$ cat src/rtl/ile_pkg.sv
`default_nettype none
package ile_pkg;

  // list geometry
  localparam int LIST_DEPTH = 16;
  localparam int CNT_W      = $clog2(LIST_DEPTH + 1);
  localparam int POS_W      = 5;
  localparam int DATA_W     = 32;
  localparam int OP_W       = 2;
  localparam int TOT_W      = 5;
  // compare width wide enough for both position and count
  localparam int CMP_W      = (CNT_W > POS_W) ? CNT_W : POS_W;

  // operation codes
  localparam logic [OP_W-1:0] OP_APPEND = 2'd0;
  localparam logic [OP_W-1:0] OP_INSERT = 2'd1;
  localparam logic [OP_W-1:0] OP_REMOVE = 2'd2;
  localparam logic [OP_W-1:0] OP_READ   = 2'd3;

  // result status codes
  typedef enum logic [1:0] {
    ST_OK    = 2'd0,
    ST_RANGE = 2'd1,
    ST_FULL  = 2'd2
  } ile_status_t;

  // control broadcast to every cell
  typedef struct packed {
    logic              load_tail;
    logic              shift_up;
    logic              shift_down;
    logic [CMP_W-1:0]  pos;
    logic [CMP_W-1:0]  count;
    logic [DATA_W-1:0] data;
  } ile_ctrl_t;

endpackage
`default_nettype wire

$ cat src/rtl/ile_cell.sv
`default_nettype none
module ile_cell (
  input  wire logic                     clk,
  input  wire ile_pkg::ile_ctrl_t       ctrl,
  input  wire logic [ile_pkg::CMP_W-1:0]  idx,
  input  wire logic [ile_pkg::DATA_W-1:0] prev_val,
  input  wire logic [ile_pkg::DATA_W-1:0] next_val,
  output logic      [ile_pkg::DATA_W-1:0] val,
  output logic      [ile_pkg::DATA_W-1:0] rd_val
);
  import ile_pkg::*;

  logic [DATA_W-1:0] val_r;
  logic [DATA_W-1:0] val_nxt;

  // pick the new content: hold, load, or take a neighbor's word
  always_comb begin
    val_nxt = val_r;
    if (ctrl.load_tail && (idx == ctrl.count)) begin
      val_nxt = ctrl.data;
    end else if (ctrl.shift_up) begin
      if (idx == ctrl.pos) begin
        val_nxt = ctrl.data;
      end else if (idx > ctrl.pos) begin
        val_nxt = prev_val;
      end
    end else if (ctrl.shift_down && (idx >= ctrl.pos)) begin
      val_nxt = next_val;
    end
  end

  // cell storage, no reset
  always_ff @(posedge clk) begin
    val_r <= val_nxt;
  end

  assign val    = val_r;
  // masked read, or-combined at the top
  assign rd_val = (idx == ctrl.pos) ? val_r : '0;

endmodule
`default_nettype wire

$ cat src/rtl/indexed_list_engine_top.sv
`default_nettype none
// Ordered list of up to LIST_DEPTH signed 32-bit words held in a row of cells,
// each cell shifting to or from its neighbor in the same cycle. An operation
// is taken whenever start is high; busy stays low, so one operation is taken
// every clock. Its result appears on the out_ ports in the next cycle for exactly
// one cycle, marked by out_valid; the receiver cannot stall and must capture it
// then. The cell row shifts in parallel and the result passes through one output
// register. After reset the list is empty; no clearing pass is needed.
module indexed_list_engine_top (
  input  wire logic                            clk,
  input  wire logic                            rst_n,
  input  wire logic                            start,
  output logic                                 busy,
  input  wire logic [ile_pkg::OP_W-1:0]        in_operation,
  input  wire logic [ile_pkg::POS_W-1:0]       in_position,
  input  wire logic signed [ile_pkg::DATA_W-1:0] in_data_value,
  output logic                                 out_valid,
  output logic signed [ile_pkg::DATA_W-1:0]    out_read_value,
  output logic      [1:0]                      out_status,
  output logic      [ile_pkg::TOT_W-1:0]       out_entry_total
);
  import ile_pkg::*;

  logic                  accept;
  logic [CNT_W-1:0]      count_r;
  logic [CNT_W-1:0]      count_nxt;
  logic                  out_valid_r;
  logic [DATA_W-1:0]     rd_r;
  logic [DATA_W-1:0]     rd_nxt;
  ile_status_t           status_r;
  ile_status_t           status_nxt;
  logic [TOT_W-1:0]      total_r;
  logic [CMP_W-1:0]      pos_x;
  logic [CMP_W-1:0]      cnt_x;
  logic [CMP_W-1:0]      cnt_nxt_x;
  logic                  full;
  logic [DATA_W-1:0]     rd_or;
  ile_ctrl_t             ctrl;
  logic [DATA_W-1:0]     cell_val [LIST_DEPTH];
  logic [DATA_W-1:0]     cell_rd  [LIST_DEPTH];

  assign busy   = 1'b0;
  assign accept = start && !busy;

  assign pos_x = CMP_W'(in_position);
  assign cnt_x = CMP_W'(count_r);
  assign full  = (count_r == CNT_W'(LIST_DEPTH));

  // or-combine the masked cell reads
  always_comb begin
    rd_or = '0;
    for (int i = 0; i < LIST_DEPTH; i++) begin
      rd_or = rd_or | cell_rd[i];
    end
  end

  // decode the operation into cell control, status and new count
  always_comb begin
    ctrl            = '0;
    ctrl.pos        = pos_x;
    ctrl.count      = cnt_x;
    ctrl.data       = in_data_value;
    count_nxt       = count_r;
    status_nxt      = ST_OK;
    rd_nxt          = '0;
    case (in_operation)
      OP_APPEND: begin
        if (full) begin
          status_nxt = ST_FULL;
        end else begin
          ctrl.load_tail = accept;
          count_nxt      = count_r + CNT_W'(1);
        end
      end
      OP_INSERT: begin
        if (pos_x > cnt_x) begin
          status_nxt = ST_RANGE;
        end else if (full) begin
          status_nxt = ST_FULL;
        end else begin
          ctrl.shift_up = accept;
          count_nxt     = count_r + CNT_W'(1);
        end
      end
      OP_REMOVE: begin
        if (pos_x >= cnt_x) begin
          status_nxt = ST_RANGE;
        end else begin
          ctrl.shift_down = accept;
          count_nxt       = count_r - CNT_W'(1);
        end
      end
      OP_READ: begin
        if (pos_x >= cnt_x) begin
          status_nxt = ST_RANGE;
        end else begin
          rd_nxt = rd_or;
        end
      end
      default: begin
        status_nxt = ST_OK;
      end
    endcase
  end

  assign cnt_nxt_x = CMP_W'(count_nxt);

  // row of cells
  for (genvar g = 0; g < LIST_DEPTH; g++) begin : g_cell
    logic [DATA_W-1:0] prev_w;
    logic [DATA_W-1:0] next_w;
    if (g == 0) begin : g_first
      assign prev_w = '0;
    end else begin : g_mid_prev
      assign prev_w = cell_val[g-1];
    end
    if (g == LIST_DEPTH - 1) begin : g_last
      assign next_w = cell_val[g];
    end else begin : g_mid_next
      assign next_w = cell_val[g+1];
    end
    ile_cell u_cell (
      .clk      (clk),
      .ctrl     (ctrl),
      .idx      (CMP_W'(g)),
      .prev_val (prev_w),
      .next_val (next_w),
      .val      (cell_val[g]),
      .rd_val   (cell_rd[g])
    );
  end

  // control registers
  always_ff @(posedge clk) begin
    if (!rst_n) begin
      count_r     <= '0;
      out_valid_r <= 1'b0;
    end else begin
      out_valid_r <= accept;
      if (accept) begin
        count_r <= count_nxt;
      end
    end
  end

  // result word registers
  always_ff @(posedge clk) begin
    if (accept) begin
      rd_r     <= rd_nxt;
      status_r <= status_nxt;
      total_r  <= cnt_nxt_x[TOT_W-1:0];
    end
  end

  assign out_valid       = out_valid_r;
  assign out_read_value  = rd_r;
  assign out_status      = status_r;
  assign out_entry_total = total_r;

endmodule
`default_nettype wire

$ cat config.mk
export PLATFORM = sky130hd
export DESIGN_NAME = indexed_list_engine_top
export DESIGN_NICKNAME = d
export VERILOG_FILES = /design/src/rtl/ile_pkg.sv /design/src/rtl/ile_cell.sv /design/src/rtl/indexed_list_engine_top.sv
export SDC_FILE = /design/constraint.sdc
export NUM_CORES = 1
export LEC_CHECK = 0
export ABC_AREA = 0
export BUFFER_PORTS_ARGS = -buffer_cell sky130_fd_sc_hd__buf_2
export CAP_MARGIN = 40
export CORE_ASPECT_RATIO = 0.7
export CORE_UTILIZATION = 35
export DETAILED_ROUTE_END_ITERATION = 16
export PLACE_DENSITY = 0.47
export SYNTH_ARGS = -nofsm -noshare
export SYNTH_HDL_FRONTEND = slang
export SYNTH_SLANG_ARGS = --single-unit
$ cat constraint.sdc
create_clock -name clk -period 7.86 [get_ports clk]
set_input_delay 0.393 -clock clk [delete_from_list [all_inputs] [get_ports clk]]
set_output_delay 0.393 -clock clk [all_outputs]
set_load 0.01 [all_outputs]
* Yosys cells after proc, flatten, opt, wreduce, memory -nomap -nowiden
Index checks and enable logic that the tools add are counted.
** Word-level totals
- Register bits after elaboration :: 557
- Output and inout port bits :: 41
- Logic and storage cells :: 299
- Bits of input ports :: 42
** Cells by class
- Bitwise operators :: 16
- Magnitude comparators :: 33
- $add $sub $neg :: 2
- Eq/ne operators :: 49
- Multiplexer cells :: 109
- Reduce and logical (&&, ||, !) cells :: 69
** Operator list (number)
- 32-bit two-way mux :: 95
- 32-bit bitwise OR :: 15
- 4-bit by 5-bit equality test with 1-bit output, first input constant :: 16
- 4-bit by 1-bit inequality test with 1-bit output, second input constant :: 15
- 3-bit nonzero test :: 16
- 3-bit by 5-bit equality test with 1-bit output, first input constant :: 8
- 4-bit by 5-bit > comparator with 1-bit output, first input constant :: 8
- 4-bit by 5-bit greater-or-equal comparator with 1-bit output, first input constant :: 7
- 2-bit AND reduction :: 16
- 1-bit logical AND :: 31
- 2-bit by 5-bit equality test with 1-bit output, first input constant :: 4
- 3-bit by 5-bit greater-or-equal comparator with 1-bit output, first input constant :: 4
- 3-bit by 5-bit > comparator with 1-bit output, first input constant :: 4
- 5-bit two-way mux :: 3
- 5-bit case mux with 3 select lines :: 1
- 1-bit by 5-bit equality test with 1-bit output, first input constant :: 2
- 1-bit by 5-bit greater-or-equal comparator with 1-bit output, first input constant :: 2
- 2-bit by 5-bit greater-or-equal comparator with 1-bit output, first input constant :: 2
- 1-bit by 5-bit > comparator with 1-bit output, first input constant :: 2
- 2-bit by 5-bit > comparator with 1-bit output, first input constant :: 2
- 5-bit zero test :: 2
- 1-bit two-way mux :: 7
- 2-bit case mux with 3 select lines :: 1
- 5-bit by 1-bit adder with 5-bit output, second input constant :: 1
- 11 further kinds :: 14

* Logic depth before layout (Yosys ltp)
- Depth in word-level cells :: 17
- Depth in mapped cells :: 11
- Gate-level depth less buffers :: 7

* Cells and area by module
A second synthesis with hierarchy kept.
** Unflattened totals
- Cell total of the unflattened synthesis :: 3728
- Area total of the unflattened synthesis :: 36582.6 µm²
** By module, submodules not included
- ile_cell (g_cell[12].u_cell ...) :: sequential area each 960.9 µm², area each 2092.0 µm², cells each 210, times used 13
- ile_cell (g_cell[0].u_cell ...) :: sequential area each 960.9 µm², area each 2018.2 µm², cells each 211, times used 3
- indexed_list_engine_top :: sequential area each 1291.2 µm², area each 3331.9 µm², cells each 365, times used 1

* Worst setup path after synthesis
Ideal clock, no wire load.
- Path type :: flip-flop to flip-flop
- Start :: register count_r[2], in the netlist cnt_x[2]
- End :: register g_cell[3].u_cell.val_r[0] (enable)
- Slack :: 2.128 ns
- Arrival time :: 5.221 ns
- Clock period less this slack :: 5.732 ns
- Data required time :: 7.349 ns
- Buffers on the path :: 2
- Cell stages (with the launch flop) :: 10
- Setup time :: 0.511 ns
- Cell sequence :: dfxtp_1 > buf_2 > inv_1 > ha_1 > nand4_2 > nor4_4 > a21o_1 > buf_2 > a31oi_1 > o41ai_1
** Between the ends
- Cells in the longest elaborated chain, start to end :: 6
- Elaborated cells between the ends (all ways) :: 15
- Classes of those cells :: 2 x order compare; 3 x eq/ne; 6 x mux; 4 x reduce/logical
** RTL lines
- from (decl) :: RTL line indexed_list_engine_top.sv:25 : logic [CNT_W-1:0] count_r;
- from (signal assigned) :: RTL line indexed_list_engine_top.sv:141 : count_r <= count_nxt;
- 5-bit greater-or-equal comparator or 5-bit equality test (tied branches) :: RTL line indexed_list_engine_top.sv:86, indexed_list_engine_top.sv:47
- 1-bit two-way mux, on equally long branches :: RTL line indexed_list_engine_top.sv:86, indexed_list_engine_top.sv:68, indexed_list_engine_top.sv:78
- 1-bit two-way mux, on equally long branches :: RTL line indexed_list_engine_top.sv:66, indexed_list_engine_top.sv:76
- 1-bit logical AND, or another cell as far along :: RTL line ile_cell.sv:27 : end else if (ctrl.shift_down && (idx >= ctrl.pos)) begin
- 3-bit nonzero test (no source line) or 4-bit by 1-bit inequality test with 1-bit output (tied branches)
- 2-bit AND reduction (no source line) (*)
- to (signal assigned) :: RTL line ile_cell.sv:34 : val_r <= val_nxt;
- to (decl) :: RTL line ile_cell.sv:13 : logic [DATA_W-1:0] val_r;
Every way passes the cells marked *; elsewhere a longest branch is shown, timed or not.
A chain may end at the register's enable or synchronous reset.

* Final worst setup path
- Start :: register count_r[3], in the netlist cnt_x[3]
- End :: register g_cell[1].u_cell.val_r[4] (enable)
** Between the ends
- Cells in the longest elaborated chain, start to end :: 6
- Elaborated cells between the ends (all ways) :: 15
- Classes of those cells :: 2 x order compare; 3 x eq/ne; 6 x mux; 4 x reduce/logical
** RTL lines (RTL line)
- 5-bit greater-or-equal comparator or 5-bit equality test (tied branches) :: indexed_list_engine_top.sv:86, indexed_list_engine_top.sv:47
- 1-bit two-way mux, on equally long branches :: indexed_list_engine_top.sv:86, indexed_list_engine_top.sv:68, indexed_list_engine_top.sv:78
- 1-bit two-way mux, on equally long branches :: indexed_list_engine_top.sv:66, indexed_list_engine_top.sv:76
- 1-bit logical AND, or another cell as far along :: ile_cell.sv:27
- 3-bit nonzero test (no source line) or 4-bit by 1-bit inequality test with 1-bit output (tied branches)
- 2-bit AND reduction (no source line) (*)
- to (signal assigned) :: ile_cell.sv:34
- to (decl) :: ile_cell.sv:13
Marked as above.

==> flow_summary.yaml <==
sta:
  timing.hold.ws_ns: 0.0703
  min_period_ns: 4.78
  finalCritPeriodShare_pct: 60.9
  worstMarginPinSlew_ns: 1.56
  finalSetupViolations: 0
  setup-tns-final_ns: 0
  hold_violations: 0
  skew_ns: 0.0371
  grt_setup_unrepaired: "no"
  setup_slack_ns: 3.08
  maxSlewViolCount: 89
  relSlewSlack_pct: -3.85
  fmax_ghz: 0.209
logic_synthesis:
  async_flop_share_pct: 0
  ys_types: 67
  synth_area_leaders: "edfxtp_1 55%, a221o_1 13%, and3_1 10%"
  syn-num-nets: 2586
  ys_ff_latch: 557
  synth_top_cell_by_area: "edfxtp_1"
  synth_top_area_share_pct: 54.8
  synth_edf_count: 551
  syn-cell-area_um2: 30200
  postSynthCellCount: 2533
  ys.flop_type: "edfxtp_1"
  yosys_warnings: 0
  synth_seq_area_share_pct: 55.2
  postSynthAreaPerCell_um2: 11.9
detailed_routing:
  viasPerCell: 7.70
  wire_per_inst_um: 43.6
  ant_nets: 0
  vias: 28200
  first_pass_iters: 6
  routed_wl_um: 160000
  drt_iter0_drc: 5285
  drc: 0
global_routing:
  antenna_found_initial: 9
  grt_first_pass_wirelength_um: 218000
  grt_max_degree: 287
  grt_pass1_vias: 26000
  grt_usage_pct: 35.5
  grt.overflow.total: 0
layout:
  layout_commonest_cell: "edfxtp_1"
  finish.instance_area_um2: 34200
  most-common-layout-cells: "551 x edfxtp_1, 482 x and3_1, 384 x a221o_1"
  area_delta_synth_final_pct: 13.3
  finalNetCount: 2522
  multi_input_comb_area_um2: 12600
  seq_area_um2: 16700
  drive_gt1_share_pct: 14.5
  final_util_pct: 40.3
  fill_cells: 8018
  stdcell_count: 3663
cts:
  cts_hold_buf: 0
  cts_sinks: 557
  tritoncts: "built"
  root_buffer: "clkbuf_16"
  htreeDepth: 2
  clockBufferDepth: 3
  cts_buffers: 58
  cts_resized: 0
  clk_pin_slew_ns: 0.07
  cts_setup_buffers: 0
  worstSkewPairLatency_ns: 0.68
pwr:
  p_leak_nw: 12.2
  seq_power_share_pct: 48.4
  p_int_mw: 5.12
  powerDensity_nw_per_um2: 206
  pwr-share-clk_pct: 40.4
  swShare_pct: 27.3
  p_sw_mw: 1.92
  finalPower_mw: 7.04
  ir_worst_vdd_uv: 180
  pwr-share-comb_pct: 11.2
placement:
  preCtsSetupSlack_ns: 3.19
  dp_cells: 3544
  io_buffers: 81
  place_area_um2: 32300
  gp_congestion: 0.900
  dp_hpwl_um: 89400
hold_path:
  hold_depth: 3
  hold_class: "primary input to flop"
  worst_hold_path.endpoint: "cnt_x[1]"
  min-delay-start: "rst_n"
critical_path:
  required_ns: 8.14
  path_max_fanout: 19
  start_kind: "flop"
  cp-end-kind: "flop"
  ff2ff_setup_slack_ns: 3.08
  worstSetupStartpoint: "cnt_x[3]"
  r2r-end: "g_cell[1].u_cell.val[4]"
  rr_worst_depth: 9
  worstSetupPathType: "flop to flop"
  r2r-start: "cnt_x[3]"
  arrival_ns: 5.07
die:
  core_um2: 84900
  start_util_pct: 35.6
  fp.dieH_um: 248
  die_area_um2: 87500
  die_w_um: 353
  rows: 89
  ios: 83
job:
  timing.max_cap.violations: 0
run_status:
  outcome: "finished, violations left"
  violations: "slew limit"
[worst max-delay path, cell delays in order, from the launching register on]
cell and delay [ns]:
dfxtp_1 0.63, inv_1 0.24, ha_1 0.39, nand4_2 0.30
nor4_4 0.51, a21o_1 0.52, a31oi_4 0.21, buf_16 0.27
o21ai_4 0.72, buf_4 0.59
[cell usage after synthesis, drive strengths merged (4+ instances only)]
cell     number
edfxtp      551
and3        493
a221o       384
clkbuf      224
o21ai       128
a22o        114
buf          91
a22oi        80
a221oi       66
nand2        61
nand3        49
inv          45
a31oi        36
a32oi        33
a2111oi      23
nor2         19
nor3         19
and2         18
nand4        12
ha           11
a211oi        7
a21oi         7
dfxtp         6
a21o          4
nor2b         4
[registers in the layout, indices dropped and copies added, names as in the netlist]
signal,count
g_cell.u_cell.val,512
out_read_value,32
cnt_x,5
out_entry_total,5
out_status,2
out_valid,1
[power by group through the flow]
stage	Clock [mW]	Sequential [mW]	Combinational (mW)
floorplan	0	3.46	0.420
global placement	0	3.47	0.735
detailed placement	0	3.47	0.754
CTS	2.84	3.41	0.756
global route	2.94	3.41	0.813
finish	2.84	3.41	0.790
[cell families (layout without fill, tap and decap cells)]
logic type      after synthesis  in the layout  share of synthesized area, %
compound gates              906            906                          25.5
simple gates                695            695                          13.9
flops                       557            557                          55.2
buf+inv                     360            344                          4.85
fa+ha+maj                    11             11                         0.456
xor+xnor                      2              2                        0.0580
other cells                   1             10                        0.0124
mux                           1              1                        0.0373
[layout make-up]
cell class,instances,area share [%]
clock buffer,70,4.38
clock inverter,38,0.929
antenna,9,0.0659
multi-input combinational,1616,36.9
sequential,557,48.7
inverter,45,0.494
tap,1137,4.16
timing repair buffer,191,4.38
[per-layer routing]
layer | up-vias | GRT usage (%) | wire, µm
li1 | 10600 | - | -
met1 | 14300 | 51.9 | 66000
met2 | 2884 | 47.7 | 62000
met3 | 411 | 12.7 | 26100
met4 | 4 | 11.8 | 5620
met5 | - | 0 | 27
[worst max path at each step]
stage | to | slack (ns) | cells after the start
2_1_floorplan | g_cell[3].u_cell.val[0] | 2.13 | 9
3_3_place_gp | g_cell[6].u_cell.val[16] | 2.87 | 9
3_5_place_dp | g_cell[1].u_cell.val[7] | 3.19 | 9
4_1_cts | g_cell[1].u_cell.val[4] | 3.15 | 9
5_1_grt | g_cell[1].u_cell.val[1] | 2.90 | 9
6_report | g_cell[1].u_cell.val[4] | 3.08 | 9
(Power assumes the default switching activity.)
